$ cat src/hdl/ffpa_pkg.sv
// Shared types and constants of the first-fit page allocator.
// No dependencies; the interface, sequencer and top files refer to it by scoped names.
package ffpa_pkg;

  localparam int NUM_PAGES = 1024;
  localparam int PAGE_W    = $clog2(NUM_PAGES);
  localparam int COUNT_W   = $clog2(NUM_PAGES + 1);
  localparam int BYTE_W    = 27;
  localparam int NPG_W     = BYTE_W + 1;
  localparam int SHIFT_W   = 5;
  localparam int STAT_W    = 2;

  localparam logic [SHIFT_W-1:0] PAGE_SHIFT_RST = SHIFT_W'(12);

  localparam logic OP_ALLOC = 1'b0;
  localparam logic OP_FREE  = 1'b1;

  typedef enum logic [STAT_W-1:0] {
    STAT_OK       = 2'd0,
    STAT_NO_SPACE = 2'd1,
    STAT_BAD_FREE = 2'd2
  } ffpa_status_e;

  typedef enum logic [2:0] {
    ST_IDLE,
    ST_PREP,
    ST_SCAN,
    ST_APPLY,
    ST_RESULT
  } ffpa_state_e;

  typedef struct packed {
    logic shift;
    logic wr_bit;
  } ring_ctrl_t;

endpackage

$ cat src/hdl/ffpa_intf.sv
// Valid/ready channel interfaces of the page allocator: request, response, config.
// Depends on ffpa_pkg for field widths.
interface ffpa_req_if;
  logic                          valid;
  logic                          ready;
  logic                          op;
  logic [ffpa_pkg::BYTE_W-1:0]   byte_count;
  logic [ffpa_pkg::PAGE_W-1:0]   first_page;
  modport source (output valid, output op, output byte_count, output first_page, input ready);
  modport sink   (input valid, input op, input byte_count, input first_page, output ready);
endinterface

interface ffpa_rsp_if;
  logic                          valid;
  logic                          ready;
  logic [ffpa_pkg::STAT_W-1:0]   status;
  logic [ffpa_pkg::PAGE_W-1:0]   start_page;
  logic [ffpa_pkg::COUNT_W-1:0]  page_count;
  modport source (output valid, output status, output start_page, output page_count,
                  input ready);
  modport sink   (input valid, input status, input start_page, input page_count,
                  output ready);
endinterface

interface ffpa_cfg_if;
  logic                          valid;
  logic                          ready;
  logic [ffpa_pkg::SHIFT_W-1:0]  page_shift;
  modport source (output valid, output page_shift, input ready);
  modport sink   (input valid, input page_shift, output ready);
endinterface

$ cat src/hdl/ffpa_cell.sv
// One cell of the used-page ring: holds one page's used bit.
// Takes its d_i bit on every shift: the neighbour's bit, or the write bit at the tail. No dependencies.
module ffpa_cell (
  input  logic clk_i,
  input  logic rst_ni,
  input  logic shift_i,
  input  logic d_i,
  output logic q_o
);

  logic bit_q;

  always_ff @(posedge clk_i or negedge rst_ni) begin
    if (!rst_ni) begin
      bit_q <= 1'b0;
    end else if (shift_i) begin
      bit_q <= d_i;
    end
  end

  assign q_o = bit_q;

endmodule

$ cat src/hdl/ffpa_ctrl.sv
// Sequencer of the page allocator: page rounding, first-fit scan, apply pass,
// result register and config register. Depends on ffpa_pkg and ffpa_intf.
module ffpa_ctrl (
  input  logic                 clk_i,
  input  logic                 rst_ni,
  ffpa_cfg_if.sink             cfg_i,
  ffpa_req_if.sink             req_i,
  ffpa_rsp_if.source           rsp_o,
  input  logic                 head_bit_i,
  output ffpa_pkg::ring_ctrl_t ring_o
);

  ffpa_pkg::ffpa_state_e              state_q, state_d;
  logic [ffpa_pkg::SHIFT_W-1:0]       page_shift_q;
  logic                               op_q;
  logic [ffpa_pkg::PAGE_W-1:0]        first_q;
  logic [ffpa_pkg::NPG_W-1:0]         npg_q;
  logic [ffpa_pkg::PAGE_W-1:0]        cnt_q, cnt_d;
  logic [ffpa_pkg::COUNT_W-1:0]       run_q, run_d;
  logic [ffpa_pkg::COUNT_W-1:0]       count_q, count_d;
  logic                               found_q, found_d;
  logic                               bad_q, bad_d;
  logic [ffpa_pkg::PAGE_W-1:0]        lo_q, lo_d;
  logic [ffpa_pkg::COUNT_W-1:0]       hi_q, hi_d;
  ffpa_pkg::ffpa_status_e             res_status_q, res_status_d;
  logic [ffpa_pkg::PAGE_W-1:0]        res_start_q, res_start_d;
  logic [ffpa_pkg::COUNT_W-1:0]       res_count_q, res_count_d;
  logic                               out_valid_q, out_valid_d;
  ffpa_pkg::ffpa_status_e             out_status_q;
  logic [ffpa_pkg::PAGE_W-1:0]        out_start_q;
  logic [ffpa_pkg::COUNT_W-1:0]       out_count_q;
  logic                               load_out;
  logic                               req_xfer;
  logic                               last;
  logic                               in_range;
  logic [ffpa_pkg::BYTE_W-1:0]        size;
  logic [ffpa_pkg::BYTE_W-1:0]        mask;
  logic [ffpa_pkg::NPG_W-1:0]         npg;
  logic [ffpa_pkg::NPG_W:0]           free_end;

  assign cfg_i.ready = 1'b1;
  assign req_i.ready = (state_q == ffpa_pkg::ST_IDLE);
  assign req_xfer    = req_i.valid && req_i.ready;

  assign size = (req_i.byte_count == '0) ? ffpa_pkg::BYTE_W'(1) : req_i.byte_count;
  assign mask = (ffpa_pkg::BYTE_W'(1) << page_shift_q) - ffpa_pkg::BYTE_W'(1);
  assign npg  = ffpa_pkg::NPG_W'(size >> page_shift_q)
              + ffpa_pkg::NPG_W'(|(size & mask));

  assign free_end = (ffpa_pkg::NPG_W + 1)'(first_q) + (ffpa_pkg::NPG_W + 1)'(npg_q);
  assign last     = (cnt_q == ffpa_pkg::PAGE_W'(ffpa_pkg::NUM_PAGES - 1));
  assign in_range = (cnt_q >= lo_q) && ({1'b0, cnt_q} < hi_q);

  always_ff @(posedge clk_i or negedge rst_ni) begin
    if (!rst_ni) begin
      page_shift_q <= ffpa_pkg::PAGE_SHIFT_RST;
    end else if (cfg_i.valid && cfg_i.ready) begin
      page_shift_q <= cfg_i.page_shift;
    end
  end

  always_ff @(posedge clk_i) begin
    if (req_xfer) begin
      op_q    <= req_i.op;
      first_q <= req_i.first_page;
      npg_q   <= npg;
    end
  end

  always_ff @(posedge clk_i or negedge rst_ni) begin
    if (!rst_ni) begin
      state_q     <= ffpa_pkg::ST_IDLE;
      cnt_q       <= '0;
      run_q       <= '0;
      count_q     <= '0;
      found_q     <= 1'b0;
      bad_q       <= 1'b0;
      lo_q        <= '0;
      hi_q        <= '0;
      out_valid_q <= 1'b0;
    end else begin
      state_q     <= state_d;
      cnt_q       <= cnt_d;
      run_q       <= run_d;
      count_q     <= count_d;
      found_q     <= found_d;
      bad_q       <= bad_d;
      lo_q        <= lo_d;
      hi_q        <= hi_d;
      out_valid_q <= out_valid_d;
    end
  end

  always_ff @(posedge clk_i) begin
    res_status_q <= res_status_d;
    res_start_q  <= res_start_d;
    res_count_q  <= res_count_d;
    if (load_out) begin
      out_status_q <= res_status_q;
      out_start_q  <= res_start_q;
      out_count_q  <= res_count_q;
    end
  end

  always_comb begin
    state_d      = state_q;
    cnt_d        = cnt_q;
    run_d        = run_q;
    count_d      = count_q;
    found_d      = found_q;
    bad_d        = bad_q;
    lo_d         = lo_q;
    hi_d         = hi_q;
    res_status_d = res_status_q;
    res_start_d  = res_start_q;
    res_count_d  = res_count_q;
    load_out     = 1'b0;
    ring_o.shift  = 1'b0;
    ring_o.wr_bit = head_bit_i;
    case (state_q)
      ffpa_pkg::ST_IDLE: begin
        if (req_xfer) begin
          state_d = ffpa_pkg::ST_PREP;
        end
      end
      ffpa_pkg::ST_PREP: begin
        cnt_d   = '0;
        run_d   = '0;
        found_d = 1'b0;
        bad_d   = 1'b0;
        count_d = npg_q[ffpa_pkg::COUNT_W-1:0];
        if (op_q == ffpa_pkg::OP_ALLOC) begin
          if (npg_q > ffpa_pkg::NPG_W'(ffpa_pkg::NUM_PAGES)) begin
            res_status_d = ffpa_pkg::STAT_NO_SPACE;
            res_start_d  = '0;
            res_count_d  = '0;
            state_d      = ffpa_pkg::ST_RESULT;
          end else begin
            state_d = ffpa_pkg::ST_SCAN;
          end
        end else begin
          if (free_end > (ffpa_pkg::NPG_W + 1)'(ffpa_pkg::NUM_PAGES)) begin
            res_status_d = ffpa_pkg::STAT_BAD_FREE;
            res_start_d  = '0;
            res_count_d  = '0;
            state_d      = ffpa_pkg::ST_RESULT;
          end else begin
            lo_d    = first_q;
            hi_d    = free_end[ffpa_pkg::COUNT_W-1:0];
            state_d = ffpa_pkg::ST_SCAN;
          end
        end
      end
      ffpa_pkg::ST_SCAN: begin
        ring_o.shift = 1'b1;
        cnt_d        = cnt_q + ffpa_pkg::PAGE_W'(1);
        if (op_q == ffpa_pkg::OP_ALLOC) begin
          if (!found_q) begin
            if (head_bit_i) begin
              run_d = '0;
            end else begin
              if (run_q == '0) begin
                lo_d = cnt_q;
              end
              run_d = run_q + ffpa_pkg::COUNT_W'(1);
              if (run_d == count_q) begin
                found_d = 1'b1;
                hi_d    = {1'b0, cnt_q} + ffpa_pkg::COUNT_W'(1);
              end
            end
          end
        end else if (in_range && !head_bit_i) begin
          bad_d = 1'b1;
        end
        if (last) begin
          if (op_q == ffpa_pkg::OP_ALLOC && !found_d) begin
            res_status_d = ffpa_pkg::STAT_NO_SPACE;
            res_start_d  = '0;
            res_count_d  = '0;
            state_d      = ffpa_pkg::ST_RESULT;
          end else if (op_q == ffpa_pkg::OP_FREE && bad_d) begin
            res_status_d = ffpa_pkg::STAT_BAD_FREE;
            res_start_d  = '0;
            res_count_d  = '0;
            state_d      = ffpa_pkg::ST_RESULT;
          end else begin
            state_d = ffpa_pkg::ST_APPLY;
          end
        end
      end
      ffpa_pkg::ST_APPLY: begin
        ring_o.shift = 1'b1;
        cnt_d        = cnt_q + ffpa_pkg::PAGE_W'(1);
        if (in_range) begin
          ring_o.wr_bit = (op_q == ffpa_pkg::OP_ALLOC);
        end
        if (last) begin
          res_status_d = ffpa_pkg::STAT_OK;
          res_start_d  = lo_q;
          res_count_d  = count_q;
          state_d      = ffpa_pkg::ST_RESULT;
        end
      end
      ffpa_pkg::ST_RESULT: begin
        if (!out_valid_q || rsp_o.ready) begin
          load_out = 1'b1;
          state_d  = ffpa_pkg::ST_IDLE;
        end
      end
      default: begin
        state_d = ffpa_pkg::ST_IDLE;
      end
    endcase
  end

  always_comb begin
    out_valid_d = out_valid_q;
    if (load_out) begin
      out_valid_d = 1'b1;
    end else if (rsp_o.ready) begin
      out_valid_d = 1'b0;
    end
  end

  assign rsp_o.valid      = out_valid_q;
  assign rsp_o.status     = ffpa_pkg::STAT_W'(out_status_q);
  assign rsp_o.start_page = out_start_q;
  assign rsp_o.page_count = out_count_q;

  a_err_zero: assert property (@(posedge clk_i) disable iff (!rst_ni)
    (out_valid_q && out_status_q != ffpa_pkg::STAT_OK) |->
      (out_start_q == '0 && out_count_q == '0))
    else $error("error result carries a nonzero run");

  a_run_span: assert property (@(posedge clk_i) disable iff (!rst_ni)
    (state_q == ffpa_pkg::ST_APPLY && op_q == ffpa_pkg::OP_ALLOC) |->
      (hi_q == {1'b0, lo_q} + count_q))
    else $error("granted run span does not match page count");

  a_scan_start: assert property (@(posedge clk_i) disable iff (!rst_ni)
    (state_q == ffpa_pkg::ST_SCAN && $past(state_q) == ffpa_pkg::ST_PREP) |->
      (cnt_q == '0))
    else $error("scan began away from page zero");

  a_ring_aligned: assert property (@(posedge clk_i) disable iff (!rst_ni)
    (state_q == ffpa_pkg::ST_IDLE) |-> (cnt_q == '0 && !ring_o.shift))
    else $error("page ring out of alignment while idle");

endmodule

$ cat src/hdl/first_fit_page_allocator.sv
// First-fit contiguous page allocator over NUM_PAGES pages, one used bit per page.
// An oversize or out-of-region request goes to the result without a scan, and a failed
// scan goes to it without the write pass; the ring of page cells rotates one page past
// the scan head per cycle, once to search and once to write. One request at a time:
// a new request is taken only once the result is in the output register and the
// sequencer is idle again. Reset frees every page, sets page_shift 12.
module first_fit_page_allocator (
  input  logic        clk_i,
  input  logic        rst_ni,
  ffpa_cfg_if.sink    cfg_i,
  ffpa_req_if.sink    req_i,
  ffpa_rsp_if.source  rsp_o
);

  ffpa_pkg::ring_ctrl_t              ring;
  logic [ffpa_pkg::NUM_PAGES-1:0]    used;

  ffpa_ctrl u_ctrl (
    .clk_i      (clk_i),
    .rst_ni     (rst_ni),
    .cfg_i      (cfg_i),
    .req_i      (req_i),
    .rsp_o      (rsp_o),
    .head_bit_i (used[0]),
    .ring_o     (ring)
  );

  for (genvar k = 0; k < ffpa_pkg::NUM_PAGES; k++) begin : g_cell
    logic d;
    if (k == ffpa_pkg::NUM_PAGES - 1) begin : g_tail
      assign d = ring.wr_bit;
    end else begin : g_mid
      assign d = used[k+1];
    end
    ffpa_cell u_cell (
      .clk_i   (clk_i),
      .rst_ni  (rst_ni),
      .shift_i (ring.shift),
      .d_i     (d),
      .q_o     (used[k])
    );
  end

endmodule
$ cat src/flat_wrapper.sv
// flat-port wrapper written by rule: the top's interface ports become plain ports
module first_fit_page_allocator_flat 
  (clk_i, rst_ni, cfg_i_valid, cfg_i_page_shift, cfg_i_ready, req_i_valid, req_i_op, req_i_byte_count, req_i_first_page, req_i_ready, rsp_o_valid, rsp_o_status, rsp_o_start_page, rsp_o_page_count, rsp_o_ready);
  ffpa_cfg_if cfg_i_i ();
  ffpa_req_if req_i_i ();
  ffpa_rsp_if rsp_o_i ();
  input  logic clk_i;
  input  logic rst_ni;
  input wire logic [$bits(cfg_i_i.valid)-1:0] cfg_i_valid;
  input wire logic [$bits(cfg_i_i.page_shift)-1:0] cfg_i_page_shift;
  output wire logic [$bits(cfg_i_i.ready)-1:0] cfg_i_ready;
  input wire logic [$bits(req_i_i.valid)-1:0] req_i_valid;
  input wire logic [$bits(req_i_i.op)-1:0] req_i_op;
  input wire logic [$bits(req_i_i.byte_count)-1:0] req_i_byte_count;
  input wire logic [$bits(req_i_i.first_page)-1:0] req_i_first_page;
  output wire logic [$bits(req_i_i.ready)-1:0] req_i_ready;
  output wire logic [$bits(rsp_o_i.valid)-1:0] rsp_o_valid;
  output wire logic [$bits(rsp_o_i.status)-1:0] rsp_o_status;
  output wire logic [$bits(rsp_o_i.start_page)-1:0] rsp_o_start_page;
  output wire logic [$bits(rsp_o_i.page_count)-1:0] rsp_o_page_count;
  input wire logic [$bits(rsp_o_i.ready)-1:0] rsp_o_ready;
  assign cfg_i_i.valid = cfg_i_valid;
  assign cfg_i_i.page_shift = cfg_i_page_shift;
  assign cfg_i_ready = cfg_i_i.ready;
  assign req_i_i.valid = req_i_valid;
  assign req_i_i.op = req_i_op;
  assign req_i_i.byte_count = req_i_byte_count;
  assign req_i_i.first_page = req_i_first_page;
  assign req_i_ready = req_i_i.ready;
  assign rsp_o_valid = rsp_o_i.valid;
  assign rsp_o_status = rsp_o_i.status;
  assign rsp_o_start_page = rsp_o_i.start_page;
  assign rsp_o_page_count = rsp_o_i.page_count;
  assign rsp_o_i.ready = rsp_o_ready;
  first_fit_page_allocator u_core (.clk_i(clk_i), .rst_ni(rst_ni), .cfg_i(cfg_i_i), .req_i(req_i_i), .rsp_o(rsp_o_i));
endmodule
$ cat config.mk
export PLATFORM = sky130hd
export DESIGN_NAME = first_fit_page_allocator_flat
export DESIGN_NICKNAME = d
export VERILOG_FILES = /design/src/hdl/ffpa_pkg.sv /design/src/hdl/ffpa_intf.sv /design/src/hdl/ffpa_cell.sv /design/src/hdl/ffpa_ctrl.sv /design/src/hdl/first_fit_page_allocator.sv /design/src/flat_wrapper.sv
export SDC_FILE = /design/constraint.sdc
export NUM_CORES = 2
export LEC_CHECK = 0
export BUFFER_PORTS_ARGS = -buffer_cell sky130_fd_sc_hd__buf_2
export CORE_AREA = 2 2 350 266
export DETAILED_ROUTE_END_ITERATION = 10
export DIE_AREA = 0 0 352 268
export MAX_ROUTING_LAYER = met4
export PLACE_DENSITY = 0.76
export SLEW_MARGIN = 25
export SYNTH_ARGS = -nofsm -noshare
export SYNTH_HDL_FRONTEND = slang
export SYNTH_HIERARCHICAL = 1
export SYNTH_SLANG_ARGS = --single-unit
$ cat constraint.sdc
create_clock -name clk_i -period 45.9 [get_ports clk_i]
set_input_delay 2.295 -clock clk_i [delete_from_list [all_inputs] [get_ports clk_i]]
set_output_delay 2.295 -clock clk_i [all_outputs]
set_load 0.05 [all_outputs]
==> impl_metrics.tcl <==
set metrics [dict create \
    first_pass_iters 8 \
    synthTopCellsByCount "dfrtp_1 (1086), mux2_4 (1024), nand2_1 (114)" \
    drive_gt1_share_pct 40.8 \
    clock-skew-final_ns 0.0284 \
    cp_num_buf_inv 7 \
    slew_violations 0 \
    grt_pass1_wl_um 150000 \
    port_buffers 72 \
    die_y_um 268 \
    synth-edff-count 85 \
    ant_nets 0 \
    cp_max_fo 116 \
    yosysMostFrequentCell "dfrtp_1" \
    cts-root-buf "clkbuf_16" \
    cp_common_cell "buf_6" \
    finalCriticalPeriod_ns 5.86 \
    post-place-ws_ns 37.98 \
    cellLeakagePower_nw 26.8 \
    cp_data_required_time_ns 46.58 \
    routed_wl_um 88800 \
    ctsResizeCount 0 \
    finalSetupViolCount 0 \
    numCtsBuffers 106 \
    antenna_found_initial 0 \
    gp_congestion 0.894 \
    worstSetupEndpoint "u_core/g_cell[628].u_cell/q_o" \
    crit_type "input port to asynchronous set/reset pin" \
    num-nets-final 3348 \
    synth_area_per_cell_sq_um 16.6 \
    ys_seq_elements 1173 \
    io_pins 74 \
    ys_top_cells_by_area "dfrtp_1 (53%), mux2_4 (30%), edfxtp_1 (5.0%)" \
    path_depth 7 \
    routedWlPerCell_um 19.4 \
    coreArea_sq_um 90700 \
    cts-hold-fix-buffers 0 \
    post-synth-top-area-fraction_pct 52.8 \
    end_kind "asynchronous set/reset pin" \
    worstReg2RegStart "u_core/u_ctrl/page_shift_q[4]" \
    area_delta_synth_final_pct 11.0 \
    clock_latency_ns 0.68 \
    r2r_cells 19 \
    cts_tree "built" \
    ir_worst_vdd_mv 0.0314 \
    first_global_vias 27344 \
    drtIter0Drc 1940 \
    synthCells 3104 \
    max_cap_viol_count 0 \
    viasPerCell 5.57 \
    synthFlopType "dfrtp_1" \
    max_slew.worst_pin.slew_ns 0.970 \
    drc_errors 0 \
    powerDensity_nw_per_um2 37.7 \
    synth_seq_area_share_pct 57.9 \
    synth-async-reset-ratio_pct 92.8 \
    crit_arrival_ns 6.54 \
    max_freq_mhz 171 \
    cp_top_family "buffers and inverters" \
    timing.rr.end "u_core/u_ctrl/npg_q[23]" \
    hold_violations 0 \
    min_path_type "flip-flop to flip-flop" \
    worst_slew_margin_rel_pct 35.3 \
    cts_htree_levels 3 \
    rows 96 \
    cp-start-kind "input port" \
    fin_util_pct 62.9 \
    worstPathCellList "buf_8, buf_6, buf_4, buf_16, buf_6, buf_4, buf_6" \
    cts_setup_buffers 0 \
    post-route-period-util_pct 12.8 \
    grt-ovfl-total 0 \
    synth_cell_types 91 \
    netlist_area_sq_um 51400 \
    r2r_slack_ns 40.29 \
    cp-startpoint "rst_ni" \
    path_clk_slew_ns 0.06 \
    vias 25439 \
    grt_max_degree 159 \
    ctsLongestPathBuffers 3 \
    critPathSlowestCell "buf_4" \
    diodes 0 \
    dieArea_sq_um 94300 \
    syn_nets 3189 \
    layout_setup_ws_ns 40.04 \
    rsz0062_at_grt "false" \
    initial_core_util_pct 56.7 \
    synth_top_cell_by_area "dfrtp_1" \
    cts.sinks 1173 \
    status "finished, final reports clean" \
    cpPeakStageDelay_ns 0.77 \
    chipWidth_um 352 \
    final.setup.tns_ns 0 \
    ys_warn_count 6 \
    grt_usage_pct 19.7 \
    place_hpwl_um 52600 \
    total_power_mw 2.15 \
]
-- stage by stage --
| stage | cell area (sq um) | instances | hold WS (ns) |
|---|---|---|---|
| after CTS | 56900 | 4565 | 0.427 |
| after detailed placement | 53400 | 4377 | 0.406 |
| after global routing | 57100 | 4568 | 0.430 |
| final | 57100 | 4568 | 0.426 |
| after floorplan | 51400 | 3104 | 0.400 |
| after global placement | 53400 | 4376 | 0.408 |
-- report_power, final --
group / leakage, nW / switching [mW] / internal (mW)
registers: 16.0 / 0.0248 / 1.07
logic: 9.08 / 0.109 / 0.0524
clock network: 1.74 / 0.376 / 0.522
-- worst min path at each step --
stage | startpoint | to | depth (start not counted) | slack (ns)
4_1_cts | u_core/u_ctrl/res_start_q[8] | u_core/u_ctrl/rsp_o.start_page[8] | 0 | 0.43
3_5_place_dp | u_core/u_ctrl/res_start_q[3] | u_core/u_ctrl/rsp_o.start_page[3] | 0 | 0.41
6_report | u_core/u_ctrl/res_start_q[3] | u_core/u_ctrl/rsp_o.start_page[3] | 0 | 0.43
3_3_place_gp | u_core/u_ctrl/res_start_q[9] | u_core/u_ctrl/rsp_o.start_page[9] | 0 | 0.41
5_1_grt | u_core/u_ctrl/res_status_q[1] | u_core/u_ctrl/rsp_o.status[1] | 0 | 0.43
2_1_floorplan | u_core/u_ctrl/res_count_q[0] | u_core/u_ctrl/rsp_o.page_count[0] | 0 | 0.40
-- flip-flops by register name, indices dropped and copies added, names as in the netlist, 3 cells and up --
name                            flops
u_core/g_cell.u_cell/q_o         1024
u_core/u_ctrl/cnt_q                10
u_core/u_ctrl/count_q              11
u_core/u_ctrl/first_q              10
u_core/u_ctrl/hi_q                 11
u_core/u_ctrl/lo_q                 10
u_core/u_ctrl/npg_q                28
u_core/u_ctrl/page_shift_q          5
u_core/u_ctrl/res_count_q          11
u_core/u_ctrl/res_start_q          10
u_core/u_ctrl/rsp_o.page_count     11
u_core/u_ctrl/rsp_o.start_page     10
u_core/u_ctrl/run_q                11
u_core/u_ctrl/state_q               3
-- cells by family (layout without fill, tap and decap cells) --
kind of cell    after synthesis  after routing  synth area share (%)
flops                      1173           1173                  57.9
mux                        1112           1112                  32.4
simple gates                380            380                  3.67
compound gates              235            235                  3.15
buf+inv                     104            343                 0.895
xor+xnor                     62             62                  1.06
fa+ha+maj                    37             37                 0.915
other cells                   1              1               0.00729
-- worst register-to-register path, stage by stage (launching register included) --
cell      delay (ns)
dfrtp_1         0.36
buf_4           0.26
inv_1           0.51
nand2_1         0.15
buf_4           0.23
or4_1           0.43
ha_1            0.43
nor2_1          0.62
a31oi_1         0.17
o31ai_1         0.29
a221oi_1        0.12
nand4_1         0.12
a221oi_1        0.05
nand4_1         0.17
ha_1            0.24
and3_4          0.23
nor4b_4         0.39
nand3_2         0.18
o311ai_0        0.33
a21oi_1         0.11
-- per-layer routing --
layer	GRT usage, %	vias up	share of wire [%]
li1	-	11593	-
met1	28.9	13220	48
met2	28.8	475	45
met3	3.27	151	4.0
met4	5.16	0	2.2
met5	-	-	0
-- cell type report --
cell class,count,area (sq um)
Fill cell,6291,33600
Inverter,42,165
Clock buffer,156,3090
Multi-Input combinational cell,1827,21200
Clock inverter,32,474
Tap cell,1225,1530
Sequential cell,1173,29800
Timing Repair Buffer,113,845
-- placed cells by master, fill, tap and decap left out, drive strengths merged, types with 7 or more instances in the layout --
master / count
nand2b: 12
a22oi: 10
inv: 42
mux2i: 47
nand2: 114
nor3: 20
bufinv: 10
nor2: 91
a21o: 10
ha: 36
edfxtp: 85
or3: 7
mux2: 1037
and2: 7
nand3: 38
o22ai: 7
mux4: 28
xor2: 32
nand4: 15
clkbuf: 156
a31oi: 9
dfrtp: 1086
o31ai: 16
nor4: 15
and3: 29
clkinv: 19
buf: 113
xnor2: 30
or2: 9
o21ai: 71
a21oi: 37
(Power assumes the default switching activity.)
